--- config.mk ---
export PLATFORM = sky130hd
export DESIGN_NAME = smoke_alarm_decision_flat
export DESIGN_NICKNAME = d
export VERILOG_FILES = /design/src/rtl/core/smk_pkg.sv /design/src/rtl/core/smk_if.sv /design/src/rtl/core/smoke_alarm_decision.sv /design/src/flat_wrapper.sv
export SDC_FILE = /design/constraint.sdc
export NUM_CORES = 1
export LEC_CHECK = 0
export BUFFER_PORTS_ARGS = -buffer_cell sky130_fd_sc_hd__buf_4
export CAP_MARGIN = 10
export CELL_PAD_IN_SITES_DETAIL_PLACEMENT = 0
export CELL_PAD_IN_SITES_GLOBAL_PLACEMENT = 1
export CORE_MARGIN = 8
export CORE_UTILIZATION = 50
export CTS_CLUSTER_SIZE = 16
export DETAILED_ROUTE_END_ITERATION = 12
export PLACE_DENSITY_LB_ADDON = 0.1
export REMOVE_ABC_BUFFERS = 1
export SETUP_SLACK_MARGIN = 0.15
export SLEW_MARGIN = 20
export SYNTH_ARGS = -nofsm -noshare
export SYNTH_HDL_FRONTEND = slang
export SYNTH_SLANG_ARGS = --single-unit
--- constraint.sdc ---
create_clock -name clk -period 9.8 [get_ports clk]
set_input_delay 0.49 -clock clk [delete_from_list [all_inputs] [get_ports clk]]
set_output_delay 0.49 -clock clk [all_outputs]
set_load 0.02 [all_outputs]
--- src/rtl/core/smk_pkg.sv ---
`default_nettype none

package smk_pkg;

	localparam int FUNC_W   = 3;
	localparam int LEVEL_W  = 8;
	localparam int SUPPLY_W = 12;
	localparam int HITS_W   = 2;
	localparam int IVL_W    = 2;
	localparam int TONE_W   = 11;
	localparam int DRIVE_W  = 7;
	localparam int STEP_W   = 4;
	localparam int TICK_W   = 4;
	localparam int CFG_IDX_W = 1;

	// Event codes
	localparam logic [FUNC_W-1:0] FUNC_MEASURE   = 3'd0;
	localparam logic [FUNC_W-1:0] FUNC_KEY_PRESS = 3'd1;
	localparam logic [FUNC_W-1:0] FUNC_KEY_REL   = 3'd2;
	localparam logic [FUNC_W-1:0] FUNC_BUZZER    = 3'd3;
	localparam logic [FUNC_W-1:0] FUNC_SIL_END   = 3'd4;

	// Configuration register indexes
	localparam logic [CFG_IDX_W-1:0] REG_FIRE_THR = 1'b0;
	localparam logic [CFG_IDX_W-1:0] REG_QUIT_THR = 1'b1;

	localparam logic [LEVEL_W-1:0] FIRE_THR_RST = 8'd192;
	localparam logic [LEVEL_W-1:0] QUIT_THR_RST = 8'd86;
	localparam logic [LEVEL_W-1:0] THR_SILENCED = 8'hFF;

	localparam logic [IVL_W-1:0]  IVL_IDLE     = 2'd0;
	localparam logic [IVL_W-1:0]  IVL_FASTEST  = 2'd3;
	localparam logic [HITS_W-1:0] HITS_MAX     = 2'd3;
	localparam logic [HITS_W-1:0] HITS_TEST    = 2'd2;
	localparam logic [STEP_W-1:0] STEP_LAST    = 4'd7;
	localparam logic [STEP_W-1:0] STEP_END     = 4'd8;
	localparam logic [TICK_W-1:0] TICKS_NORMAL = 4'd8;
	localparam logic [TICK_W-1:0] TICKS_SIL    = 4'd1;
	localparam logic [SUPPLY_W:0] SUPPLY_HYST  = 13'd8;

	typedef struct packed {
		logic [LEVEL_W-1:0]  smoke_level;
		logic                alarm_on;
		logic [HITS_W-1:0]   hit_count;
		logic [IVL_W-1:0]    interval_code;
		logic                interval_valid;
		logic                led_pulse;
		logic                buzzer_on;
		logic [TONE_W-1:0]   tone_period;
		logic                drive_update;
		logic [DRIVE_W-1:0]  drive_code;
		logic                sleep_allowed;
	} result_t;

	function automatic logic [TONE_W-1:0] tone_lookup(input logic [2:0] step);
		logic [TONE_W-1:0] t;
		case (step)
			3'd0:    t = 11'h495;
			3'd1:    t = 11'h490;
			3'd2:    t = 11'h480;
			3'd3:    t = 11'h460;
			3'd4:    t = 11'h430;
			3'd5:    t = 11'h3c0;
			3'd6:    t = 11'h320;
			default: t = 11'h250;
		endcase
		return t;
	endfunction

	// Returns {in_band, code}; in_band low at or below the lowest band.
	function automatic logic [DRIVE_W:0] band_lookup(input logic [SUPPLY_W-1:0] v);
		logic [DRIVE_W:0] r;
		if (v > 12'd2688)      r = {1'b1, 7'h08};
		else if (v > 12'd2474) r = {1'b1, 7'h09};
		else if (v > 12'd2389) r = {1'b1, 7'h48};
		else if (v > 12'd2304) r = {1'b1, 7'h49};
		else if (v > 12'd2218) r = {1'b1, 7'h0a};
		else if (v > 12'd2176) r = {1'b1, 7'h0b};
		else if (v > 12'd2133) r = {1'b1, 7'h4a};
		else if (v > 12'd2090) r = {1'b1, 7'h0c};
		else if (v > 12'd2048) r = {1'b1, 7'h4c};
		else if (v > 12'd2005) r = {1'b1, 7'h0e};
		else                   r = '0;
		return r;
	endfunction

endpackage

`default_nettype wire

--- src/rtl/core/smk_if.sv ---
`default_nettype none

interface smk_evt_if import smk_pkg::*; ();
	logic                valid;
	logic                ready;
	logic [FUNC_W-1:0]   func;
	logic [LEVEL_W-1:0]  lit_level;
	logic [LEVEL_W-1:0]  dark_level;
	logic [SUPPLY_W-1:0] supply_level;

	modport source (output valid, func, lit_level, dark_level, supply_level, input ready);
	modport sink (input valid, func, lit_level, dark_level, supply_level, output ready);
endinterface

interface smk_res_if import smk_pkg::*; ();
	logic                valid;
	logic                ready;
	logic [LEVEL_W-1:0]  smoke_level;
	logic                alarm_on;
	logic [HITS_W-1:0]   hit_count;
	logic [IVL_W-1:0]    interval_code;
	logic                interval_valid;
	logic                led_pulse;
	logic                buzzer_on;
	logic [TONE_W-1:0]   tone_period;
	logic                drive_update;
	logic [DRIVE_W-1:0]  drive_code;
	logic                sleep_allowed;

	modport source (output valid, smoke_level, alarm_on, hit_count, interval_code,
		interval_valid, led_pulse, buzzer_on, tone_period, drive_update, drive_code,
		sleep_allowed, input ready);
	modport sink (input valid, smoke_level, alarm_on, hit_count, interval_code,
		interval_valid, led_pulse, buzzer_on, tone_period, drive_update, drive_code,
		sleep_allowed, output ready);
endinterface

`default_nettype wire

--- src/rtl/core/smoke_alarm_decision.sv ---
`default_nettype none
// An event transfer is captured in the event register, which feeds the decision
// logic; that logic loads the result register, from which the result is offered.
// Throughput: one event per cycle while results are taken; the event register and the result
// register form a two-stage pipe, so a new event is taken while a result waits.
// Reset (arst_n low, asynchronous): thresholds return to 192 / 86, alarm,
// hits, silence, self-test, buzzer and supply reference clear; sleep allowed.

module smoke_alarm_decision import smk_pkg::*; (
	input  wire                  clk,
	input  wire                  arst_n,
	smk_evt_if.sink              evt,
	smk_res_if.source            res,
	input  wire                  wr_en,
	input  wire [CFG_IDX_W-1:0]  wr_index,
	input  wire [LEVEL_W-1:0]    wr_data
);

	// Configuration registers
	logic [LEVEL_W-1:0] fire_thr_q;
	logic [LEVEL_W-1:0] quit_thr_q;

	always_ff @(posedge clk or negedge arst_n) begin
		if (!arst_n) begin
			fire_thr_q <= FIRE_THR_RST;
			quit_thr_q <= QUIT_THR_RST;
		end else if (wr_en) begin
			unique case (wr_index)
				REG_FIRE_THR: fire_thr_q <= wr_data;
				REG_QUIT_THR: quit_thr_q <= wr_data;
				default: ;
			endcase
		end
	end

	// Event register (stage 1)
	logic                valid_s1;
	logic [FUNC_W-1:0]   func_s1;
	logic [LEVEL_W-1:0]  lit_s1;
	logic [LEVEL_W-1:0]  dark_s1;
	logic [SUPPLY_W-1:0] supply_s1;

	// Result register (stage 2)
	logic    valid_s2;
	result_t result_s2;

	// Stage 1 moves into stage 2 when the result slot is free or being drained.
	logic advance;
	assign advance   = valid_s1 && (!valid_s2 || res.ready);
	assign evt.ready = !valid_s1 || advance;

	always_ff @(posedge clk or negedge arst_n) begin
		if (!arst_n) begin
			valid_s1 <= 1'b0;
		end else if (evt.ready) begin
			valid_s1 <= evt.valid;
		end
	end

	always_ff @(posedge clk) begin
		if (evt.valid && evt.ready) begin
			func_s1   <= evt.func;
			lit_s1    <= evt.lit_level;
			dark_s1   <= evt.dark_level;
			supply_s1 <= evt.supply_level;
		end
	end

	// Decision state, updated as each event leaves stage 1
	logic                alarm_q;
	logic [HITS_W-1:0]   hits_q;
	logic [LEVEL_W-1:0]  thr_now_q;
	logic                silenced_q;
	logic                self_test_q;
	logic [TICK_W-1:0]   led_ticks_q;
	logic [STEP_W-1:0]   tone_step_q;
	logic                buzz_q;
	logic [SUPPLY_W-1:0] supply_ref_q;
	logic                sleep_ok_q;
	logic                key_down_q;

	logic                alarm_d;
	logic [HITS_W-1:0]   hits_d;
	logic [LEVEL_W-1:0]  thr_now_d;
	logic                silenced_d;
	logic                self_test_d;
	logic [TICK_W-1:0]   led_ticks_d;
	logic [STEP_W-1:0]   tone_step_d;
	logic                buzz_d;
	logic [SUPPLY_W-1:0] supply_ref_d;
	logic                sleep_ok_d;
	logic                key_down_d;

	logic [LEVEL_W-1:0]  smoke;
	logic                adjust;
	logic [DRIVE_W:0]    band;
	logic [TICK_W-1:0]   ticks_inc;
	logic [STEP_W-1:0]   step_cap;
	logic [SUPPLY_W:0]   ref_hi;
	logic [SUPPLY_W:0]   ref_lo;
	result_t             res_d;

	always_comb begin
		alarm_d      = alarm_q;
		hits_d       = hits_q;
		thr_now_d    = thr_now_q;
		silenced_d   = silenced_q;
		self_test_d  = self_test_q;
		led_ticks_d  = led_ticks_q;
		tone_step_d  = tone_step_q;
		buzz_d       = buzz_q;
		supply_ref_d = supply_ref_q;
		sleep_ok_d   = sleep_ok_q;
		key_down_d   = key_down_q;
		res_d        = '0;

		smoke     = (lit_s1 >= dark_s1) ? (lit_s1 - dark_s1) : '0;
		// Supply moved by the hysteresis step either way, or no reference yet
		ref_hi    = {1'b0, supply_ref_q} + SUPPLY_HYST;
		ref_lo    = {1'b0, supply_ref_q} - SUPPLY_HYST;
		adjust    = (supply_ref_q == '0)
			|| ({1'b0, supply_s1} >= ref_hi)
			|| (({1'b0, supply_ref_q} >= SUPPLY_HYST) && ({1'b0, supply_s1} <= ref_lo));
		band      = band_lookup(supply_s1);
		ticks_inc = led_ticks_q + 1'b1;
		step_cap  = (tone_step_q >= STEP_END) ? STEP_LAST : tone_step_q;

		case (func_s1)
			FUNC_MEASURE: begin
				res_d.smoke_level    = smoke;
				res_d.interval_valid = 1'b1;
				if (adjust) begin
					supply_ref_d       = supply_s1;
					res_d.drive_update = band[DRIVE_W];
					res_d.drive_code   = band[DRIVE_W] ? band[DRIVE_W-1:0] : '0;
				end
				if (!silenced_q || self_test_q) begin
					if (smoke > thr_now_q) begin
						// Hit: count up and shorten the wake interval
						hits_d = (hits_q < HITS_MAX) ? hits_q + 1'b1 : hits_q;
						res_d.interval_code = hits_d;
						if (hits_d == HITS_MAX) begin
							alarm_d = 1'b1;
						end
						res_d.led_pulse = 1'b1;
						if (!self_test_q) begin
							thr_now_d = quit_thr_q;
						end
					end else begin
						// Clear air: drop back to idle and stop the buzzer
						hits_d      = '0;
						thr_now_d   = fire_thr_q;
						alarm_d     = 1'b0;
						buzz_d      = 1'b0;
						sleep_ok_d  = 1'b1;
						tone_step_d = '0;
					end
				end
				// Periodic indicator flash, faster while silenced
				led_ticks_d = ticks_inc;
				if (ticks_inc >= (silenced_q ? TICKS_SIL : TICKS_NORMAL)) begin
					res_d.led_pulse = 1'b1;
					led_ticks_d     = '0;
				end
			end
			FUNC_KEY_PRESS: begin
				if (!key_down_q) begin
					key_down_d           = 1'b1;
					res_d.interval_valid = 1'b1;
					if (alarm_q) begin
						silenced_d = 1'b1;
						thr_now_d  = THR_SILENCED;
						hits_d     = '0;
						alarm_d    = 1'b0;
						buzz_d     = 1'b0;
						sleep_ok_d = 1'b1;
					end else begin
						// Self-test: zero threshold, one hit short of alarm
						self_test_d         = 1'b1;
						thr_now_d           = '0;
						hits_d              = HITS_TEST;
						res_d.interval_code = IVL_FASTEST;
					end
				end
			end
			FUNC_KEY_REL: begin
				if (key_down_q) begin
					key_down_d  = 1'b0;
					alarm_d     = 1'b0;
					buzz_d      = 1'b0;
					sleep_ok_d  = 1'b1;
					tone_step_d = '0;
					if (!silenced_q) begin
						thr_now_d = fire_thr_q;
					end
					hits_d               = '0;
					self_test_d          = 1'b0;
					res_d.interval_valid = 1'b1;
					res_d.interval_code  = IVL_IDLE;
				end
			end
			FUNC_BUZZER: begin
				if (alarm_q) begin
					res_d.led_pulse = 1'b1;
					if (buzz_q) begin
						buzz_d     = 1'b0;
						sleep_ok_d = 1'b1;
					end else begin
						// Start the tone, stepping down the table and holding at its end
						res_d.tone_period = tone_lookup(step_cap[2:0]);
						buzz_d            = 1'b1;
						tone_step_d       = step_cap + 1'b1;
						sleep_ok_d        = 1'b0;
					end
				end
			end
			FUNC_SIL_END: begin
				if (silenced_q) begin
					silenced_d = 1'b0;
					thr_now_d  = fire_thr_q;
				end
			end
			default: ;
		endcase

		res_d.alarm_on      = alarm_d;
		res_d.hit_count     = hits_d;
		res_d.buzzer_on     = buzz_d;
		res_d.sleep_allowed = sleep_ok_d;
	end

	always_ff @(posedge clk or negedge arst_n) begin
		if (!arst_n) begin
			alarm_q      <= 1'b0;
			hits_q       <= '0;
			thr_now_q    <= FIRE_THR_RST;
			silenced_q   <= 1'b0;
			self_test_q  <= 1'b0;
			led_ticks_q  <= '0;
			tone_step_q  <= '0;
			buzz_q       <= 1'b0;
			supply_ref_q <= '0;
			sleep_ok_q   <= 1'b1;
			key_down_q   <= 1'b0;
		end else if (advance) begin
			alarm_q      <= alarm_d;
			hits_q       <= hits_d;
			thr_now_q    <= thr_now_d;
			silenced_q   <= silenced_d;
			self_test_q  <= self_test_d;
			led_ticks_q  <= led_ticks_d;
			tone_step_q  <= tone_step_d;
			buzz_q       <= buzz_d;
			supply_ref_q <= supply_ref_d;
			sleep_ok_q   <= sleep_ok_d;
			key_down_q   <= key_down_d;
		end
	end

	// Result register: hold until transfer, load on advance
	always_ff @(posedge clk or negedge arst_n) begin
		if (!arst_n) begin
			valid_s2 <= 1'b0;
		end else if (advance) begin
			valid_s2 <= 1'b1;
		end else if (res.ready) begin
			valid_s2 <= 1'b0;
		end
	end

	always_ff @(posedge clk) begin
		if (advance) begin
			result_s2 <= res_d;
		end
	end

	assign res.valid          = valid_s2;
	assign res.smoke_level    = result_s2.smoke_level;
	assign res.alarm_on       = result_s2.alarm_on;
	assign res.hit_count      = result_s2.hit_count;
	assign res.interval_code  = result_s2.interval_code;
	assign res.interval_valid = result_s2.interval_valid;
	assign res.led_pulse      = result_s2.led_pulse;
	assign res.buzzer_on      = result_s2.buzzer_on;
	assign res.tone_period    = result_s2.tone_period;
	assign res.drive_update   = result_s2.drive_update;
	assign res.drive_code     = result_s2.drive_code;
	assign res.sleep_allowed  = result_s2.sleep_allowed;

endmodule

`default_nettype wire

--- src/flat_wrapper.sv ---
// flat-port wrapper written by rule: the top's interface ports become plain ports
module smoke_alarm_decision_flat import smk_pkg::*;
  (clk, arst_n, wr_en, wr_index, wr_data, evt_valid, evt_func, evt_lit_level, evt_dark_level, evt_supply_level, evt_ready, res_valid, res_smoke_level, res_alarm_on, res_hit_count, res_interval_code, res_interval_valid, res_led_pulse, res_buzzer_on, res_tone_period, res_drive_update, res_drive_code, res_sleep_allowed, res_ready);
  smk_evt_if evt_i ();
  smk_res_if res_i ();
  input  wire clk;
  input  wire arst_n;
  input  wire wr_en;
  input  wire [CFG_IDX_W-1:0] wr_index;
  input  wire [LEVEL_W-1:0] wr_data;
  input wire logic [$bits(evt_i.valid)-1:0] evt_valid;
  input wire logic [$bits(evt_i.func)-1:0] evt_func;
  input wire logic [$bits(evt_i.lit_level)-1:0] evt_lit_level;
  input wire logic [$bits(evt_i.dark_level)-1:0] evt_dark_level;
  input wire logic [$bits(evt_i.supply_level)-1:0] evt_supply_level;
  output wire logic [$bits(evt_i.ready)-1:0] evt_ready;
  output wire logic [$bits(res_i.valid)-1:0] res_valid;
  output wire logic [$bits(res_i.smoke_level)-1:0] res_smoke_level;
  output wire logic [$bits(res_i.alarm_on)-1:0] res_alarm_on;
  output wire logic [$bits(res_i.hit_count)-1:0] res_hit_count;
  output wire logic [$bits(res_i.interval_code)-1:0] res_interval_code;
  output wire logic [$bits(res_i.interval_valid)-1:0] res_interval_valid;
  output wire logic [$bits(res_i.led_pulse)-1:0] res_led_pulse;
  output wire logic [$bits(res_i.buzzer_on)-1:0] res_buzzer_on;
  output wire logic [$bits(res_i.tone_period)-1:0] res_tone_period;
  output wire logic [$bits(res_i.drive_update)-1:0] res_drive_update;
  output wire logic [$bits(res_i.drive_code)-1:0] res_drive_code;
  output wire logic [$bits(res_i.sleep_allowed)-1:0] res_sleep_allowed;
  input wire logic [$bits(res_i.ready)-1:0] res_ready;
  assign evt_i.valid = evt_valid;
  assign evt_i.func = evt_func;
  assign evt_i.lit_level = evt_lit_level;
  assign evt_i.dark_level = evt_dark_level;
  assign evt_i.supply_level = evt_supply_level;
  assign evt_ready = evt_i.ready;
  assign res_valid = res_i.valid;
  assign res_smoke_level = res_i.smoke_level;
  assign res_alarm_on = res_i.alarm_on;
  assign res_hit_count = res_i.hit_count;
  assign res_interval_code = res_i.interval_code;
  assign res_interval_valid = res_i.interval_valid;
  assign res_led_pulse = res_i.led_pulse;
  assign res_buzzer_on = res_i.buzzer_on;
  assign res_tone_period = res_i.tone_period;
  assign res_drive_update = res_i.drive_update;
  assign res_drive_code = res_i.drive_code;
  assign res_sleep_allowed = res_i.sleep_allowed;
  assign res_i.ready = res_ready;
  smoke_alarm_decision u_core (.clk(clk), .arst_n(arst_n), .evt(evt_i), .res(res_i), .wr_en(wr_en), .wr_index(wr_index), .wr_data(wr_data));
endmodule
* Word-level counts from Yosys, hierarchy flattened
Cells that the tools add are included.
** Word-level totals
- Bits in registers :: 121
- Output and inout bits :: 38
- Logic and storage cells :: 202
** Cells by class
- Equality and inequality tests :: 22
- Reductions and logical operators :: 36
- $lt $le $gt $ge :: 18
- Muxes and demuxes :: 79
- $add $sub $neg :: 6
- Bitwise gates (word level) :: 6
** Operator list (number)
- 2-to-1 mux 8 bit :: 19
- > comparator 12 bit, second input constant :: 9
- one-hot mux 11 bit (7 select lines) :: 1
- 2-to-1 mux 4 bit :: 8
- one-hot mux 8 bit (4 select lines) :: 1
- 2-to-1 mux 1 bit :: 31
- 2-to-1 mux 2 bit :: 8
- adder 12 x 4 -> 13 bit, second input constant :: 1
- greater-or-equal comparator 12 x 13 -> 1 bit :: 1
- <= comparator 12 x 13 -> 1 bit :: 1
- subtractor 12 x 4 -> 13 bit, second input constant :: 1
- == test 3 x 2 -> 1 bit, second input constant :: 4
- == test 3 bit, second input constant :: 4
- greater-or-equal comparator 12 x 4 -> 1 bit, second input constant :: 1
- > comparator 12 x 11 -> 1 bit, second input constant :: 1
- logical NOT 12 bit :: 1
- one-hot mux 4 bit (3 select lines) :: 1
- OR reduction 12 bit :: 1
- inequality test 2 x 1 -> 1 bit, second input constant :: 5
- inequality test 2 bit, second input constant :: 5
- AND reduction 2 bit :: 5
- OR reduction 10 bit :: 1
- one-hot mux 3 bit (3 select lines) :: 1
- adder 4 x 1 -> 4 bit, second input constant :: 2
- 32 further kinds :: 54

* Depth between registers and ports, before layout
- Depth after elaboration :: 13
- Depth in mapped cells :: 20
- Gate-level depth less buffers :: 18

* Worst setup path before layout
No wires, ideal clock.
- Path kind :: register to register
- Start :: reg u_core.lit_s1[0]
- End :: reg u_core.thr_now_q[6]
- Slack :: 6.022 ns
- Path buffers :: 2
- Library setup time :: 0.073 ns
- Data arrival time :: 3.706 ns
- Period minus slack after synthesis :: 3.778 ns
- Data required time :: 9.727 ns
- Stages on the path, launching flop included :: 21
- Path through :: edfxtp_1 > inv_1 > ha_1 > fa_1 > nor2b_1 > o21ai_1 > a21oi_1 > o21ai_1 > a21oi_1 > a211oi_2 > clkbuf_1 > nor2_1 > ha_1 > a21oi_1 > nor2b_1 > o31ai_1 > a22oi_2 > a311o_1 > buf_2 > o21bai_1 > o21ai_1
** Between the ends
- Longest elaborated chain between the ends :: 6
- Elaborated cells on any way between the ends :: 9
** Ends and longest elaborated chain
- from (decl) :: RTL line smoke_alarm_decision.sv:39 : logic [LEVEL_W-1:0] lit_s1;
- from (signal assigned) :: RTL line smoke_alarm_decision.sv:63 : lit_s1 <= evt.lit_level;
- subtractor 8 bit or greater-or-equal comparator 8 bit (tied branches) :: RTL line smoke_alarm_decision.sv:117 : smoke = (lit_s1 >= dark_s1) ? (lit_s1 - dark_s1) : '0;
- 2-to-1 mux 8 bit (*) :: RTL line smoke_alarm_decision.sv:117
- net u_core.smoke[3] :: RTL line smoke_alarm_decision.sv:94 : logic [LEVEL_W-1:0] smoke;
- > comparator 8 bit (*) :: RTL line smoke_alarm_decision.sv:138 : if (smoke > thr_now_q) begin
- 2-to-1 mux 8 bit :: RTL line smoke_alarm_decision.sv:138
- 2-to-1 mux 8 bit :: RTL line smoke_alarm_decision.sv:137 : if (!silenced_q || self_test_q) begin
- one-hot mux 8 bit (4 select lines) :: RTL line smoke_alarm_decision.sv:128 : case (func_s1)
- to (signal assigned) :: RTL line smoke_alarm_decision.sv:248 : thr_now_q <= thr_now_d;
- to (decl) :: RTL line smoke_alarm_decision.sv:72 : logic [LEVEL_W-1:0] thr_now_q;
Mark *: on every way through the listed nets, which the timed path passes. The rest lies on a longest branch. The select of a mux whose other input is x is not followed.
A chain may end at the register's enable or synchronous reset.

* Worst setup path after layout
- Start :: reg u_core.lit_s1[0]
- End :: reg u_core.thr_now_q[4]
Same word-level chain as after synthesis.

==> impl_metrics.env <==
export IMPL_combinationalPowerShare=0.304
export IMPL_finalCriticalPeriod_ns=4.48
export IMPL_wl_per_cell_um=16.5
export IMPL_p_int_mw=1.33
export IMPL_globalplace_congestion=0.850
export IMPL_synthToLayoutAreaGrowth_pct=18.5
export IMPL_hold_viol=0
export IMPL_maxCapViolations=0
export IMPL_finalClockSkew_ns=0.00781
export IMPL_seq_area_um2=3220
export IMPL_post_drt_via_cell_ratio=5.62
export IMPL_antenna_cells=0
export IMPL_cp_startpoint="u_core.lit_s1[0]$_DFFE_PP_"
export IMPL_first_global_vias=5186
export IMPL_worstPathRequired_ns=10.08
export IMPL_clockBufferDepth=2
export IMPL_power_switching_uw=635
export IMPL_outcome="finished clean"
export IMPL_power_frac_clock=0.333
export IMPL_critical_path_buf_inv_count=2
export IMPL_synth_area_um2=6840
export IMPL_cts_resized=0
export IMPL_totalWireLength_um=15100
export IMPL_dp_hpwl_um=10800
export IMPL_drc=0
export IMPL_core_area_um2=13300
export IMPL_ys_warn_count=0
export IMPL_dr_pass1_iters=4
export IMPL_root_buffer="clkbuf_16"
export IMPL_cp_cell_sequence="inv_1 -> ha_1 -> fa_1 -> nor2b_1 -> o21ai_1 -> a21oi_1 -> o21ai_1 -> a21oi_1 -> a211oi_2 -> nor2_1 -> ha_1 -> nand3_1 -> a21oi_1 -> o31ai_1 -> a22oi_2 -> buf_4 -> a311o_1 -> o21bai_1 -> o21ai_1"
export IMPL_cp_endpoint="u_core.thr_now_q[4]$_DFFE_PN0P_"
export IMPL_rr_worst_depth=19
export IMPL_worstSetupStartpointType="flop"
export IMPL_synth_seq_area_share=0.471
export IMPL_n_fill_cell=1127
export IMPL_syn_avg_cell_area_um2=10.5
export IMPL_grt_max_degree=55
export IMPL_htreeDepth=4
export IMPL_cts_buffers=17
export IMPL_synth_distinct_cells=77
export IMPL_p_per_area_nw_per_um2=243
export IMPL_finalPower_mw=1.97
export IMPL_synth_edf_count=62
export IMPL_ant_nets=0
export IMPL_seqPwrFrac=0.363
export IMPL_critPathSlowestCell="a211oi_2"
export IMPL_cts_sinks=116
export IMPL_p_leak_nw=3.39
export IMPL_cp_top_family="compound AO/OA/AOI/OAI gates"
export IMPL_dr_total_vias=5119
export IMPL_finalMaxSlewViolations=0
export IMPL_final_nets=814
export IMPL_worst_hold_slack_ns=0.142
export IMPL_portBuffers=78
export IMPL_multiInputGateArea_um2=3250
export IMPL_cp_num_cells=19
export IMPL_crit_fanout=37
export IMPL_worstPathArrival_ns=4.76
export IMPL_holdCritPathClass="in2async"
export IMPL_finalSetupViolCount=0
export IMPL_synthFlopType="edfxtp_1"
export IMPL_die_h_um=133
export IMPL_grtUsageTotal=0.173
export IMPL_first_iter_violations=250
export IMPL_switching_share=0.322
export IMPL_slew_limit_headroom=0.381
export IMPL_worstMarginPinSlew_ns=0.922
export IMPL_rsz0062_at_grt="false"
export IMPL_die_area_um2=17700
export IMPL_holdBufCountCts=0
export IMPL_grt_pass1_wl_um=24800
export IMPL_post_cts_setup_buffers=0
export IMPL_synth_seq_cells=116
export IMPL_critPathKind="reg2reg"
export IMPL_final_cell_mix="buf_4 (82), edfxtp_1 (62), nor2_1 (48)"
export IMPL_initial_core_util=0.514
export IMPL_synthCells=652
export IMPL_rows=42
export IMPL_clk_latency_ns=0.41
export IMPL_post_route_period_util=0.457
export IMPL_mostFrequentLayoutCell="buf_4"
export IMPL_end_kind="flop"
export IMPL_antenna_found_initial=0
export IMPL_cts_tree="built"
export IMPL_reg2reg_to="u_core.thr_now_q[4]$_DFFE_PN0P_"
export IMPL_slowest_delay_ns=0.73
export IMPL_fmax_mhz=223
export IMPL_r2r_start="u_core.lit_s1[0]$_DFFE_PP_"
export IMPL_fin_tns_setup_ns=0
export IMPL_ir_worst_vdd_uv=134
export IMPL_synthArstFlopShare=0.466
export IMPL_dieWidth_um=133
export IMPL_io_pins=83
export IMPL_drive_above_1_share=0.218
export IMPL_clkTransAtPathRegs_ns=0.05
export IMPL_grt_ovfl_total=0
export IMPL_ff2ff_setup_slack_ns=5.32
logic make-up (layout without fill, tap and decap cells):
group                    Yosys count  after routing  synth area share
adder cells (fa/ha/maj)           47             47            0.0871
flip-flops                       116            116             0.471
other                              1              4          0.000548
multiplexers                      30             30            0.0549
AO/OA/AOI/OAI                    154            154             0.152
XOR/XNOR                          20             20            0.0256
buffers and inverters             81            161            0.0553
AND/OR/NAND/NOR                  203            203             0.153
per-stage QoR:
| step | utilization | area, µm² | setup WS, ns | std cells |
|---|---|---|---|---|
| 2_1_floorplan | - | 6650 | 5.43 | 621 |
| 3_3_place_gp | 0.563 | 7480 | 5.57 | 879 |
| 3_5_place_dp | 0.563 | 7480 | 5.32 | 879 |
| 4_1_cts | 0.610 | 8110 | 5.30 | 911 |
| 5_1_grt | 0.610 | 8110 | 4.77 | 911 |
| 6_report | 0.610 | 8110 | 5.32 | 911 |
power by group through the flow:
stage               sequential, mW  combinational (mW)  clock [mW]
floorplan                    0.709               0.443           0
global placement             0.719               0.576           0
detailed placement           0.723               0.601           0
CTS                          0.715               0.605       0.665
global route                 0.729               0.678       0.686
finish                       0.715               0.599       0.656
sequential cells by signal (all words and copies together), names as in the netlist, 3 cells and up:
name	cells
u_core.supply_s1	12
u_core.quit_thr_q	8
u_core.led_ticks_q	4
u_core.tone_step_q	4
u_core.res.tone_period	8
u_core.thr_now_q	8
u_core.res.smoke_level	8
u_core.func_s1	3
u_core.fire_thr_q	8
u_core.lit_s1	8
u_core.supply_ref_q	12
u_core.res.drive_code	5
u_core.dark_s1	8
layout make-up:
class                           instances  area share
Timing Repair Buffer                   82      0.0759
Inverter                               47      0.0218
Multi-Input combinational cell        458       0.401
Tap cell                              176      0.0272
Sequential cell                       116       0.398
Clock buffer                           20      0.0539
Clock inverter                         12      0.0228
worst register-to-register path, delay by kind of cell (launching register included):
kind / cells / cell delay (ns)
AOI/OAI and AO/OA: 11 / 2.54
adders and majority gates: 3 / 0.75
buffers and inverters: 2 / 0.43
DFF: 1 / 0.35
and+or+nand+nor: 3 / 0.30
layer usage:
metal / GRT usage / routed length, µm
met4: 0.0618 / 197
met1: 0.208 / 6720
met3: 0.0458 / 727
met2: 0.292 / 7410
met5: 0 / 0
cell usage after synthesis (3+ instances only):
master    instances  share of area
nor4_1            3         0.0027
nor2_1           48          0.026
xnor2_1          12          0.015
mux2_2           16          0.026
o31ai_1          13          0.014
clkbuf_1         20          0.011
nand2_1          41          0.023
nand4_1           5         0.0046
nand2b_1         15          0.014
dfstp_2           9          0.035
nor3_1           20          0.015
mux2_1            4         0.0066
nor3b_1          10          0.011
dfrtp_1          45           0.16
a21oi_1          30          0.022
xor2_1            8          0.010
a31oi_1          23          0.021
nor2b_1          12          0.011
edfxtp_1         62           0.27
o21ai_0          27          0.020
or3_1             3         0.0027
nand3_1          28          0.020
o2111a_1          8          0.013
buf_6             4         0.0066
and4_1            4         0.0051
buf_4             5         0.0055
o21ai_1          15          0.011
mux2_4           10          0.022
o22ai_1           4         0.0037
ha_1             46          0.084
inv_1            44          0.024
how the worst min path moves through the flow:
stage	start	end	slack, ns	cells after the start
after floorplan	arst_n	u_core.alarm_q$_DFFE_PN0P_	0.19	0
after global placement	u_core.thr_now_q[6]$_DFFE_PN1P_	u_core.thr_now_q[6]$_DFFE_PN1P_	0.46	2
after detailed placement	u_core.thr_now_q[7]$_DFFE_PN1P_	u_core.thr_now_q[7]$_DFFE_PN1P_	0.46	2
after CTS	arst_n	u_core.supply_ref_q[2]$_DFFE_PN0P_	0.17	1
after global routing	arst_n	u_core.supply_ref_q[1]$_DFFE_PN0P_	0.20	1
final	arst_n	u_core.supply_ref_q[0]$_DFFE_PN0P_	0.14	1
(Power assumes the default switching activity.)
